$ cat src/rtl/core/pcmcv_pkg.sv
// Package for the PCM int16/float32 sample converter.
// Holds widths, direction codes, the constant 32767 and the pipe depth. No dependencies.
package pcmcv_pkg;
  localparam int SampleWidth = 32;
  localparam logic DirIntToFloat = 1'b0;
  localparam logic DirFloatToInt = 1'b1;
  localparam logic [14:0] FullScale = 15'd32767;
  localparam int PipeDepth = 4;
endpackage

$ cat src/rtl/core/pcm_int16_float32_converter.sv
// Converts PCM samples between int16 and float32 at one item per clock, with
// conv_direction choosing the direction (write it only while idle). There are
// four register stages: decode, 39-bit multiply, normalize/round, and
// shift/pack. An accepted item moves through these registers in order, and
// its result is registered at the outputs. All stages advance together
// whenever the final stage is empty or its result is being taken. A stalled
// result therefore freezes the whole pipe, and in_ready stays low until the
// result is taken.
module pcm_int16_float32_converter (
  input  logic        clk,
  input  logic        rst,
  input  logic        cfg_we,
  input  logic        cfg_wdata,
  input  logic        in_valid,
  output logic        in_ready,
  input  logic [31:0] sample_bits,
  input  logic        last_in,
  output logic        out_valid,
  input  logic        out_ready,
  output logic [31:0] sample_out,
  output logic        last_out
);

  logic conv_direction;
  logic [pcmcv_pkg::PipeDepth-1:0] vld;
  logic adv;
  assign adv = !vld[pcmcv_pkg::PipeDepth-1] || out_ready;
  assign in_ready = adv;
  assign out_valid = vld[pcmcv_pkg::PipeDepth-1];

  always_ff @(posedge clk) begin
    if (rst) begin
      conv_direction <= pcmcv_pkg::DirIntToFloat;
      vld <= '0;
    end else begin
      if (cfg_we) conv_direction <= cfg_wdata;
      if (adv) vld <= {vld[pcmcv_pkg::PipeDepth-2:0], in_valid};
    end
  end

  // Stage 1: decode.
  logic        s1_dir, s1_last, s1_sign, s1_nan, s1_sat, s1_zero;
  logic [23:0] s1_sig;
  logic [7:0]  s1_sh;   // right shift of the product, 24..149 when not saturated
  logic [15:0] s1_mag;  // integer magnitude for int-to-float
  always_ff @(posedge clk) begin
    if (adv) begin
      s1_dir  <= conv_direction;
      s1_last <= last_in;
      s1_sign <= (conv_direction == pcmcv_pkg::DirIntToFloat) ? sample_bits[15]
                                                             : sample_bits[31];
      s1_mag  <= sample_bits[15] ? 16'(~sample_bits[15:0] + 16'd1) : sample_bits[15:0];
      s1_nan  <= (sample_bits[30:23] == 8'hFF) && (sample_bits[22:0] != '0);
      s1_sat  <= sample_bits[30:23] >= 8'd127;
      s1_zero <= (sample_bits[30:0] == '0);
      s1_sig  <= (sample_bits[30:23] == 8'd0) ? {1'b0, sample_bits[22:0]}
                                              : {1'b1, sample_bits[22:0]};
      s1_sh   <= (sample_bits[30:23] == 8'd0) ? 8'd149 : 8'(8'd150 - sample_bits[30:23]);
    end
  end

  // Stage 2: product and int-to-float leading-one position.
  logic        s2_dir, s2_last, s2_sign, s2_nan, s2_sat, s2_zero;
  logic [38:0] s2_q;
  logic [7:0]  s2_sh;
  logic [15:0] s2_mag;
  logic [3:0]  s2_p;
  logic [3:0]  p_c;
  always_comb begin
    p_c = '0;
    for (int i = 0; i < 16; i++)
      if (s1_mag[i]) p_c = 4'(i);
  end
  always_ff @(posedge clk) begin
    if (adv) begin
      s2_dir <= s1_dir; s2_last <= s1_last; s2_sign <= s1_sign;
      s2_nan <= s1_nan; s2_sat <= s1_sat; s2_zero <= s1_zero;
      s2_q   <= 39'(s1_sig) * 39'(pcmcv_pkg::FullScale);
      s2_sh  <= s1_sh;
      s2_mag <= s1_mag;
      s2_p   <= s1_mag[15] ? 4'd15 : p_c;
    end
  end

  // Stage 3: round product to 24 bits (nearest even); build float word.
  logic        s3_dir, s3_last, s3_sign, s3_nan, s3_sat;
  logic [24:0] s3_q;
  logic [7:0]  s3_sh;
  logic [31:0] s3_flt;
  logic [5:0]  len_c, k_c;
  logic [38:0] low_c, half_c, mask_c;
  logic [24:0] qs_c;
  logic [38:0] qsh_c;
  logic [22:0] frac_c;
  always_comb begin
    len_c = '0;
    for (int i = 0; i < 39; i++)
      if (s2_q[i]) len_c = 6'(i + 1);
    k_c    = (len_c > 6'd24) ? 6'(len_c - 6'd24) : 6'd0;
    mask_c = (39'd1 << k_c) - 39'd1;
    low_c  = s2_q & mask_c;
    half_c = (k_c == 6'd0) ? 39'd0 : (39'd1 << (k_c - 6'd1));
    qsh_c  = s2_q >> k_c;
    qs_c   = qsh_c[24:0];
    if (k_c != 6'd0 && (low_c > half_c || (low_c == half_c && qs_c[0])))
      qs_c = qs_c + 25'd1;
    frac_c = 23'({7'd0, s2_mag} << (5'd23 - 5'(s2_p)));
  end
  always_ff @(posedge clk) begin
    if (adv) begin
      s3_dir <= s2_dir; s3_last <= s2_last; s3_sign <= s2_sign;
      s3_nan <= s2_nan || s2_zero; s3_sat <= s2_sat;
      s3_q   <= qs_c;
      s3_sh  <= 8'(s2_sh - {2'd0, k_c});
      s3_flt <= (s2_mag == '0) ? 32'd0
              : {s2_sign, 8'(8'd112 + {4'd0, s2_p}), frac_c};
    end
  end

  // Stage 4: final shift, clamp, sign, output select.
  logic [24:0] t_c;
  logic [14:0] tc_c;
  logic [15:0] i16_c;
  logic [31:0] res_c;
  always_comb begin
    t_c  = (s3_sh >= 8'd25) ? 25'd0 : (s3_q >> s3_sh[4:0]);
    tc_c = (t_c > 25'd32767) ? pcmcv_pkg::FullScale : t_c[14:0];
    if (s3_sat) tc_c = pcmcv_pkg::FullScale;
    if (s3_nan) tc_c = '0;
    i16_c = s3_sign ? 16'(17'h10000 - {2'd0, tc_c}) : {1'b0, tc_c};
    res_c = (s3_dir == pcmcv_pkg::DirIntToFloat) ? s3_flt : {16'd0, i16_c};
  end
  always_ff @(posedge clk) begin
    if (adv) begin
      sample_out <= res_c;
      last_out   <= s3_last;
    end
  end

endmodule

$ cat config.mk
export PLATFORM = sky130hd
export DESIGN_NAME = pcm_int16_float32_converter
export DESIGN_NICKNAME = d
export VERILOG_FILES = /design/src/rtl/core/pcmcv_pkg.sv /design/src/rtl/core/pcm_int16_float32_converter.sv
export SDC_FILE = /design/constraint.sdc
export NUM_CORES = 1
export LEC_CHECK = 0
export ABC_CLOCK_PERIOD_IN_PS = 8360
export BUFFER_PORTS_ARGS = -buffer_cell sky130_fd_sc_hd__buf_2
export CAP_MARGIN = 40
export CELL_PAD_IN_SITES_DETAIL_PLACEMENT = 0
export CELL_PAD_IN_SITES_GLOBAL_PLACEMENT = 1
export CORE_ASPECT_RATIO = 1.2
export CORE_MARGIN = 4
export CORE_UTILIZATION = 35
export DETAILED_ROUTE_END_ITERATION = 6
export GPL_TIMING_DRIVEN = 0
export PLACE_DENSITY = 0.67
export SYNTH_ARGS = -nofsm -noshare
export SYNTH_HDL_FRONTEND = slang
export SYNTH_SLANG_ARGS = --single-unit
$ cat constraint.sdc
create_clock -name clk -period 8.36 [get_ports clk]
set_clock_uncertainty 0.05 [all_clocks]
set_input_delay 0.418 -clock clk [delete_from_list [all_inputs] [get_ports clk]]
set_output_delay 0.418 -clock clk [all_outputs]
set_load 0.01 [all_outputs]
== Word level (Yosys, flattened, before mapping) ==
Cells that the tools add are included.
Operators by class
  add/subtract/negate cells: 10
  multipliers: 1
  $lt $le $gt $ge: 5
  equality and inequality tests: 2
  shift operators: 5
  muxes and demuxes: 65
  bitwise gates (word level): 2
  reduce and logical (&&, ||, !) cells: 16
Operators with widths (number)
  6-bit 2-to-1 mux: 39
  1-bit by 6-bit left shift with 39-bit output, first input constant: 2
  15-bit 2-to-1 mux: 4
  25-bit 2-to-1 mux: 2
  39-bit bitwise AND: 1
  39-bit equality test: 1
  39-bit > comparator: 1
  24-bit by 15-bit multiplier with 39-bit output, second input constant: 1
  39-bit 2-to-1 mux: 1
  39-bit by 6-bit right shift with 25-bit output: 1
  39-bit by 1-bit subtractor with 39-bit output, second input constant: 1
  16-bit 2-to-1 mux: 2
  31-bit logical NOT: 1
  25-bit by 1-bit adder with 25-bit output, second input constant: 1
  25-bit by 15-bit > comparator with 1-bit output, second input constant: 1
  25-bit by 5-bit right shift with 25-bit output: 1
  24-bit 2-to-1 mux: 1
  4-bit 2-to-1 mux: 6
  23-bit nonzero test: 1
  16-bit by 5-bit left shift with 23-bit output: 1
  16-bit by 1-bit adder with 16-bit output, second input constant: 1
  16-bit logical NOT: 1
  16-bit inverter: 1
  1-bit by 15-bit subtractor with 16-bit output, first input constant: 1
  other kinds (22): 33
Storage, ports and cells
  register bits after elaboration: 235
  bits of input ports: 39
  output and inout bits: 35
  logic and storage cells: 142

== Logic depth before layout (Yosys ltp) ==
Gate-level depths: netlist of the first run.
  word-level depth: 49
  depth in mapped cells: 33

== Worst setup path before layout of the first run ==
OpenSTA, ideal clock, no wires.
  path kind: input port to flip-flop
  start point: input port out_ready
  end point: register vld[0] (netlist bit)
  setup time: 0.138 ns
  arrival time: 7.368 ns
  slack: 0.804 ns
  stages on the path: 4
  path buffers: 1
  cell sequence: nand2b_1 > clkbuf_1 > mux2i_1 > nor2_1
Between the ends
  longest elaborated chain between the ends: 1
Ends and longest elaborated chain
  start: declaration: RTL line pcm_int16_float32_converter.sv:19  | input logic out_ready,
  1-bit logical OR: RTL line pcm_int16_float32_converter.sv:27  | assign adv = !vld[pcmcv_pkg::PipeDepth-1] || out_ready;
  via in_ready: RTL line pcm_int16_float32_converter.sv:15  | output logic in_ready,
  end signal: assignment: RTL line pcm_int16_float32_converter.sv:37  | if (adv) vld <= {vld[pcmcv_pkg::PipeDepth-2:0], in_valid};
  end: declaration: RTL line pcm_int16_float32_converter.sv:25  | logic [pcmcv_pkg::PipeDepth-1:0] vld;
The timed path passes the listed nets, and every way through them passes these cells.
A chain may end at the register's enable or synchronous reset.

== Final worst setup path of the first run ==
  start point: register s2_q[19]
  end point: register s3_q[18] (data pin)
Between the ends
  longest elaborated chain between the ends: 30
Ends and longest elaborated chain
  start: declaration: RTL line pcm_int16_float32_converter.sv:64  | logic [38:0] s2_q;
  start signal: assignment: RTL line pcm_int16_float32_converter.sv:78  | s2_q <= 39'(s1_sig) * 39'(pcmcv_pkg::FullScale);
  parallel branches: the longest is 29 deep, another holds 6-bit 2-to-1 mux
  25-bit 2-to-1 mux (*): RTL line pcm_int16_float32_converter.sv:105  | if (k_c != 6'd0 && (low_c > half_c || (low_c == half_c && qs_c[0])))
  via qs_c[18]: RTL line pcm_int16_float32_converter.sv:92  | logic [24:0] qs_c;
  end signal: assignment: RTL line pcm_int16_float32_converter.sv:113  | s3_q <= qs_c;
  end: declaration: RTL line pcm_int16_float32_converter.sv:87  | logic [24:0] s3_q;
Mark *: on every way through the listed nets, which the timed path passes.

==> out/metrics.csv, run 1 <==
stage,metric,value,unit
outcome,run status,"finished, final reports clean",
logic_synthesis,syn avg cell area,9.93,µm²
routing,post-route antenna net violation count,0,
routing,number of remaining DRC errors,0,
grt,number of global-route vias before repair,18100,
floorplan,die height,285,µm
logic_synthesis,yosys warns,0,
floorplan,Die X,239,µm
floorplan,die area,0.0682,mm²
worst_setup_path,Critical-path top delay cell,edfxtp_1,
routing,final wirelength,70800,µm
routing,drt via density,5.44,
final_layout,layout cells sized above 1,0.126,
floorplan,Initial Util,0.354,
worst_setup_path,Worst Setup Path Type,flop to flop,
grt,initial antenna violation count,2,
clock_tree,"CTS clk-pin slew, worst paths",0.06,ns
logic_synthesis,sequential area share after synthesis,0.302,
final_layout,area of the multi-input gates,0.0143,mm²
clock_tree,clock latency on the worst-skew pair,0.56,ns
worst_setup_path,cell family with most CP delay,compound AO/OA/AOI/OAI gates,
logic_synthesis,Cell variety after synth,97,
final_layout,Area growth syn-to-layout,12.1,%
worst_setup_path,Worst Path Max Fanout,10,
logic_synthesis,top post-synthesis cells by area,"edfxtp_1, fa_1, ha_1, inv_1, nand2_1",
grt,first-pass GRT wire length,109000,µm
worst_setup_path,worst path bufs/invs,3,
timing,"Setup violations, final",0,
hold_path,Hold Path Origin,sample_bits[21],
routing,number of DRC markers in iteration 0,1270,
grt,total grt overflow,0,
final_layout,fillers,6343,
logic_synthesis,Post-synth EDFFs,222,
worst_setup_path,reg-to-reg startpoint,s2_q[19]$_DFFE_PP_,
worst_setup_path,Worst setup EP type,flop,
timing,Worst-Margin Slew,0.925,ns
routing,Routed wire per std cell,21.8,µm
floorplan,core area,0.0634,mm²
clock_tree,TritonCTS buffer count,27,
grt,largest net degree at the start of global routing,69,
logic_synthesis,dominant synthesized flop cell,edfxtp_1,
placed_design,DP HPWL,57600,µm
logic_synthesis,most common cell in the netlist,inv_1,
clock_tree,CTS Sinks,227,
logic_synthesis,Syn Inst Count,2260,
logic_synthesis,Post-synth top cells,"inv_1, edfxtp_1, nand2_1, fa_1, ha_1",
placed_design,RePlAce Congestion,0.967,
logic_synthesis,ys async rst share,0,
logic_synthesis,"area leader, netlist",edfxtp_1,
timing,Fmax,123,MHz
worst_setup_path,crit path from,s2_q[19]$_DFFE_PP_,
routing,router iterations before antenna repair,5,
floorplan,IO Pins,74,
worst_setup_path,Worst Path Arrival,8.34,ns
timing,RSZ-0062 raised after global routing,no,
final_layout,ant diodes,0,
timing,Tcrit/Tclk final,0.969,
timing,final hold violations,0,
worst_setup_path,CP required,8.60,ns
clock_tree,H-tree Lvls,1,
grt,gr usage total,0.204,
placed_design,Buffers on Ports,72,
floorplan,# rows,101,
clock_tree,clock root cell,clkbuf_16,
worst_setup_path,Worst setup SP type,flop,
timing,final slew viol count,0,
worst_setup_path,Crit path largest cell delay,0.65,ns
final_layout,Nets,2753,
timing,hold_ws,0.0345,ns
final_layout,Reg area,0.00677,mm²
routing,via count,17600,
logic_synthesis,Yosys top cell area share,0.297,
clock_tree,CTS tree,yes,
logic_synthesis,"flops & latches, synth",227,
timing,Max-slew headroom,0.378,
logic_synthesis,synthesized cell area,0.0224,mm²
timing,Period minus WS final,8.10,ns
clock_tree,Clock Tree Buf Depth,3,
hold_path,HP Class,input pin to flop,
job,Max Cap Violations,0,
-- flip-flops by register name, summed over array words and instances, names as in the netlist, 4 cells and up --
register and cells:
s3_sh 8, s2_sh 8, vld 4, s2_p 4, s2_q 39, s1_sh 8, s3_q 25, s2_mag 15
s1_sig 24, s1_mag 15, sample_out 29, s3_flt 29
-- worst register-to-register path: cells and delay by family (launching register included) --
kind | cells | cell delay (ns)
buffers and inverters | 3 | 0.85
adders and majority gates | 1 | 0.30
xor gates and xnor gates | 1 | 0.12
and+or+nand+nor | 9 | 2.84
DFF | 1 | 0.65
AOI/OAI and AO/OA | 16 | 3.05
-- per-layer routing --
layer  track usage  vias to the layer above  part of all wire
met3        0.0227                      159             0.049
met1         0.265                     8658              0.42
met2         0.353                      520              0.49
met4        0.0732                        0             0.041
li1              -                     8297                 -
met5             0                        -                 0
-- what timing repair did --
item / in CTS / in global routing
resized for setup: 23 / 24
hold buffers: 8 / 0
hold endpoints to repair: 8 / 0
endpoints found under the setup margin: 25 / 22
buffers inserted: 0 / 9
pin swaps: 0 / 6
-- layout by cell type (no fill, tap or decap), drive strengths merged, types with 26 or more instances in the layout --
cell type  Yosys  final
nand3         42     42
ha           143    143
nor4          33     33
a21oi        118    118
o21ai         73     73
xor2          26     26
fa           176    176
buf           40    133
nor2b         40     40
mux2i         71     71
a21o          38     38
nand2        204    204
edfxtp       222    222
clkbuf        68     94
and2          29     29
and3          34     34
nor3          49     49
inv          259    264
nor2         143    143
xnor2         72     72
-- worst paths after layout --
| check | slack (ns) | depth (start not counted) | endpoint |
|---|---|---|---|
| max | 0.26 | 30 | s3_q[18]$_DFFE_PP_ |
| min | 0.03 | 1 | s1_sig[21]$_DFFE_PP_ |
| max reg2reg | 0.26 | 30 | s3_q[18]$_DFFE_PP_ |
| min reg2reg | 0.37 | 0 | s2_sh[5]$_DFFE_PP_ |
-- final cells by class --
type | instances | share of cell area
Timing Repair Buffer | 102 | 0.0258
Clock buffer | 30 | 0.0273
Sequential cell | 227 | 0.269
Inverter | 260 | 0.0390
Tap cell | 824 | 0.0410
Clock inverter | 20 | 0.00711
Multi-Input combinational cell | 1674 | 0.570
Buffer | 103 | 0.0205
-- kinds of logic after synthesis --
group | synth area share
muxes | 0.0683
other | 0.000335
DFF | 0.302
xor gates and xnor gates | 0.0383
adders and majority gates | 0.237
and+or+nand+nor | 0.154
buffers and inverters | 0.0668
AOI/OAI and AO/OA | 0.134
-- metrics by stage --
step | worst slack (ns) | setup TNS (ns) | instances | utilization | instance area, µm²
2_1_floorplan | 0.804 | 0 | 2269 | - | 22500
6_report | 0.259 | 0 | 3240 | 0.396 | 25100
3_5_place_dp | -1.48 | -23.95 | 3178 | 0.379 | 24000
5_1_grt | 0.00756 | 0 | 3240 | 0.396 | 25100
4_1_cts | 0.00256 | 0 | 3234 | 0.395 | 25000
3_3_place_gp | -1.96 | -310.09 | 3165 | 0.376 | 23900
Power of run 1 is left out: the tool's default activity adds up to more than one toggle a clock period on the data nets, which glitch-free logic cannot reach.
==> inputs of run 2 (changes only) <==
- SETUP_SLACK_MARGIN: not set -> 0.3
==> out/metrics.csv, run 2 (synthesis gave the netlist of run 1 again) <==
stage,metric,value,unit
timing,final hold violations,0,
worst_setup_path,CP required,8.60,ns
floorplan,die height,285,µm
placed_design,RePlAce Congestion,0.967,
timing,Tcrit/Tclk final,0.953,
grt,gr usage total,0.205,
timing,Max-slew headroom,0.353,
floorplan,Initial Util,0.354,
final_layout,"commonest non-fill, non-tap cell in the layout",inv_1,
clock_tree,TritonCTS buffer count,27,
clock_tree,clock root cell,clkbuf_16,
job,Max Cap Violations,0,
worst_setup_path,Worst setup EP type,flop,
timing,RSZ-0062 raised after global routing,no,
routing,drt via density,5.46,
placed_design,Buffers on Ports,72,
final_layout,Regs by FF count,"s2_q x39, s3_flt x29, sample_out x29",
final_layout,Largest Register,s2_q,
routing,number of DRC markers in iteration 0,1304,
clock_tree,"CTS clk-pin slew, worst paths",0.06,ns
floorplan,Die X,239,µm
grt,total grt overflow,0,
routing,Routed wire per std cell,21.9,µm
final_layout,area of the multi-input gates,0.0145,mm²
outcome,run status,"finished, final reports clean",
final_layout,max FFs per register,39,
floorplan,core area,0.0634,mm²
hold_path,Min-Delay Endpoint,s1_sig[21]$_DFFE_PP_,
routing,final wirelength,71200,µm
routing,router iterations before antenna repair,5,
worst_setup_path,R2R setup slack,0.39,ns
grt,largest net degree at the start of global routing,69,
grt,number of global-route vias before repair,18200,
floorplan,die area,0.0682,mm²
worst_setup_path,Worst Setup Path Type,flop to flop,
final_layout,"commonest cells after routing, fill and taps aside","inv_1, edfxtp_1, nand2_1",
worst_setup_path,R2R depth,31,
hold_path,Hold Path Origin,sample_bits[21],
clock_tree,clock latency on the worst-skew pair,0.57,ns
floorplan,IO Pins,74,
placed_design,dpl ws,-1.48,ns
grt,initial antenna violation count,2,
placed_design,DP HPWL,57600,µm
routing,via count,17800,
worst_setup_path,r2r endpoint,s3_q[18]$_DFFE_PP_,
timing,Setup WS post-layout,0.389,ns
final_layout,Final Util,0.400,
clock_tree,Clock Tree Buf Depth,3,
timing,Fmax,125,MHz
final_layout,Nets,2768,
final_layout,Area growth syn-to-layout,13.2,%
timing,final slew viol count,0,
hold_path,worst hold stages,1,
routing,post-route antenna net violation count,0,
final_layout,fillers,6322,
worst_setup_path,Crit path largest cell delay,0.63,ns
hold_path,HP Class,input pin to flop,
final_layout,layout cells sized above 1,0.138,
floorplan,# rows,101,
worst_setup_path,Worst Path Arrival,8.21,ns
clock_tree,CTS tree,yes,
worst_setup_path,reg-to-reg startpoint,s2_q[7]$_DFFE_PP_,
timing,"Setup violations, final",0,
clock_tree,H-tree Lvls,1,
worst_setup_path,Worst Path Max Fanout,10,
grt,first-pass GRT wire length,109000,µm
final_layout,Reg area,0.00677,mm²
timing,hold_ws,0.0342,ns
routing,number of remaining DRC errors,0,
timing,Worst-Margin Slew,0.963,ns
timing,Period minus WS final,7.97,ns
worst_setup_path,Critical-path top delay cell,nor4_1,
worst_setup_path,Worst setup SP type,flop,
clock_tree,CTS Sinks,227,
==> run 2: cell count changes in the layout (fill, tap and decap cells not counted), sizes merged <==
| cell | delta |
|---|---|
| diode | +1 |
| buf | +7 |
| clkbuf | +8 |
==> run 2: worst max-delay path by stage <==
stage	start	endpoint	slack, ns	depth (start not counted)
after floorplan	out_ready	vld[0]$_SDFFE_PP0P_	0.80	4
after global placement	out_ready	in_ready	-1.96	4
after detailed placement	s2_q[38]$_DFFE_PP_	s3_q[18]$_DFFE_PP_	-1.48	33
after CTS	s1_sig[4]$_DFFE_PP_	s2_q[38]$_DFFE_PP_	0.28	26
after global routing	s2_q[28]$_DFFE_PP_	s3_q[12]$_DFFE_PP_	0.18	31
final	s2_q[7]$_DFFE_PP_	s3_q[18]$_DFFE_PP_	0.39	31
==> run 2: timing repair <==
item                                    in CTS  in global routing
pin swaps                                    4                  7
setup buffers                                5                 14
resized for setup                           40                 45
hold endpoints to repair                     8                  0
hold buffers                                 8                  0
endpoints found under the setup margin      27                 22
==> run 2: through the flow <==
step	cell area, µm²	setup TNS, ns	cells
global placement	23900	-310.09	3165
global route	25400	0	3255
CTS	25100	0	3241
finish	25400	0	3256
floorplan	22500	0	2269
detailed placement	24000	-23.95	3178
==> run 2: cell type report <==
type | instances | share of cell area
multi-input cells | 1674 | 0.569
flip-flops and latches | 227 | 0.267
well taps | 824 | 0.0406
inverters | 260 | 0.0386
repair buffers | 112 | 0.0285
clock buffers | 30 | 0.0271
plain buffers | 108 | 0.0222
clock inverters | 20 | 0.00705
diodes | 1 | 0.0000986
==> run 2: metal layers <==
| metal | wire [µm] | global-route usage | part of all wire | vias to the layer above |
|---|---|---|---|---|
| met5 | 0 | 0 | 0 | - |
| met4 | 3160 | 0.0753 | 0.044 | 0 |
| met3 | 3220 | 0.0234 | 0.045 | 173 |
| met2 | 35000 | 0.354 | 0.49 | 534 |
| met1 | 29900 | 0.265 | 0.42 | 8745 |
| li1 | - | - | - | 8319 |
==> run 2: worst max-delay path, delay by kind of cell, from the launching register on <==
family                   cells  cell delay [ns]
AO/OA/AOI/OAI               12             2.11
XOR/XNOR                     1             0.20
adder cells (fa/ha/maj)      2             0.56
buffers and inverters        5             1.33
flip-flops                   1             0.32
AND/OR/NAND/NOR             11             3.11
Power of run 2 is left out for the same reason.
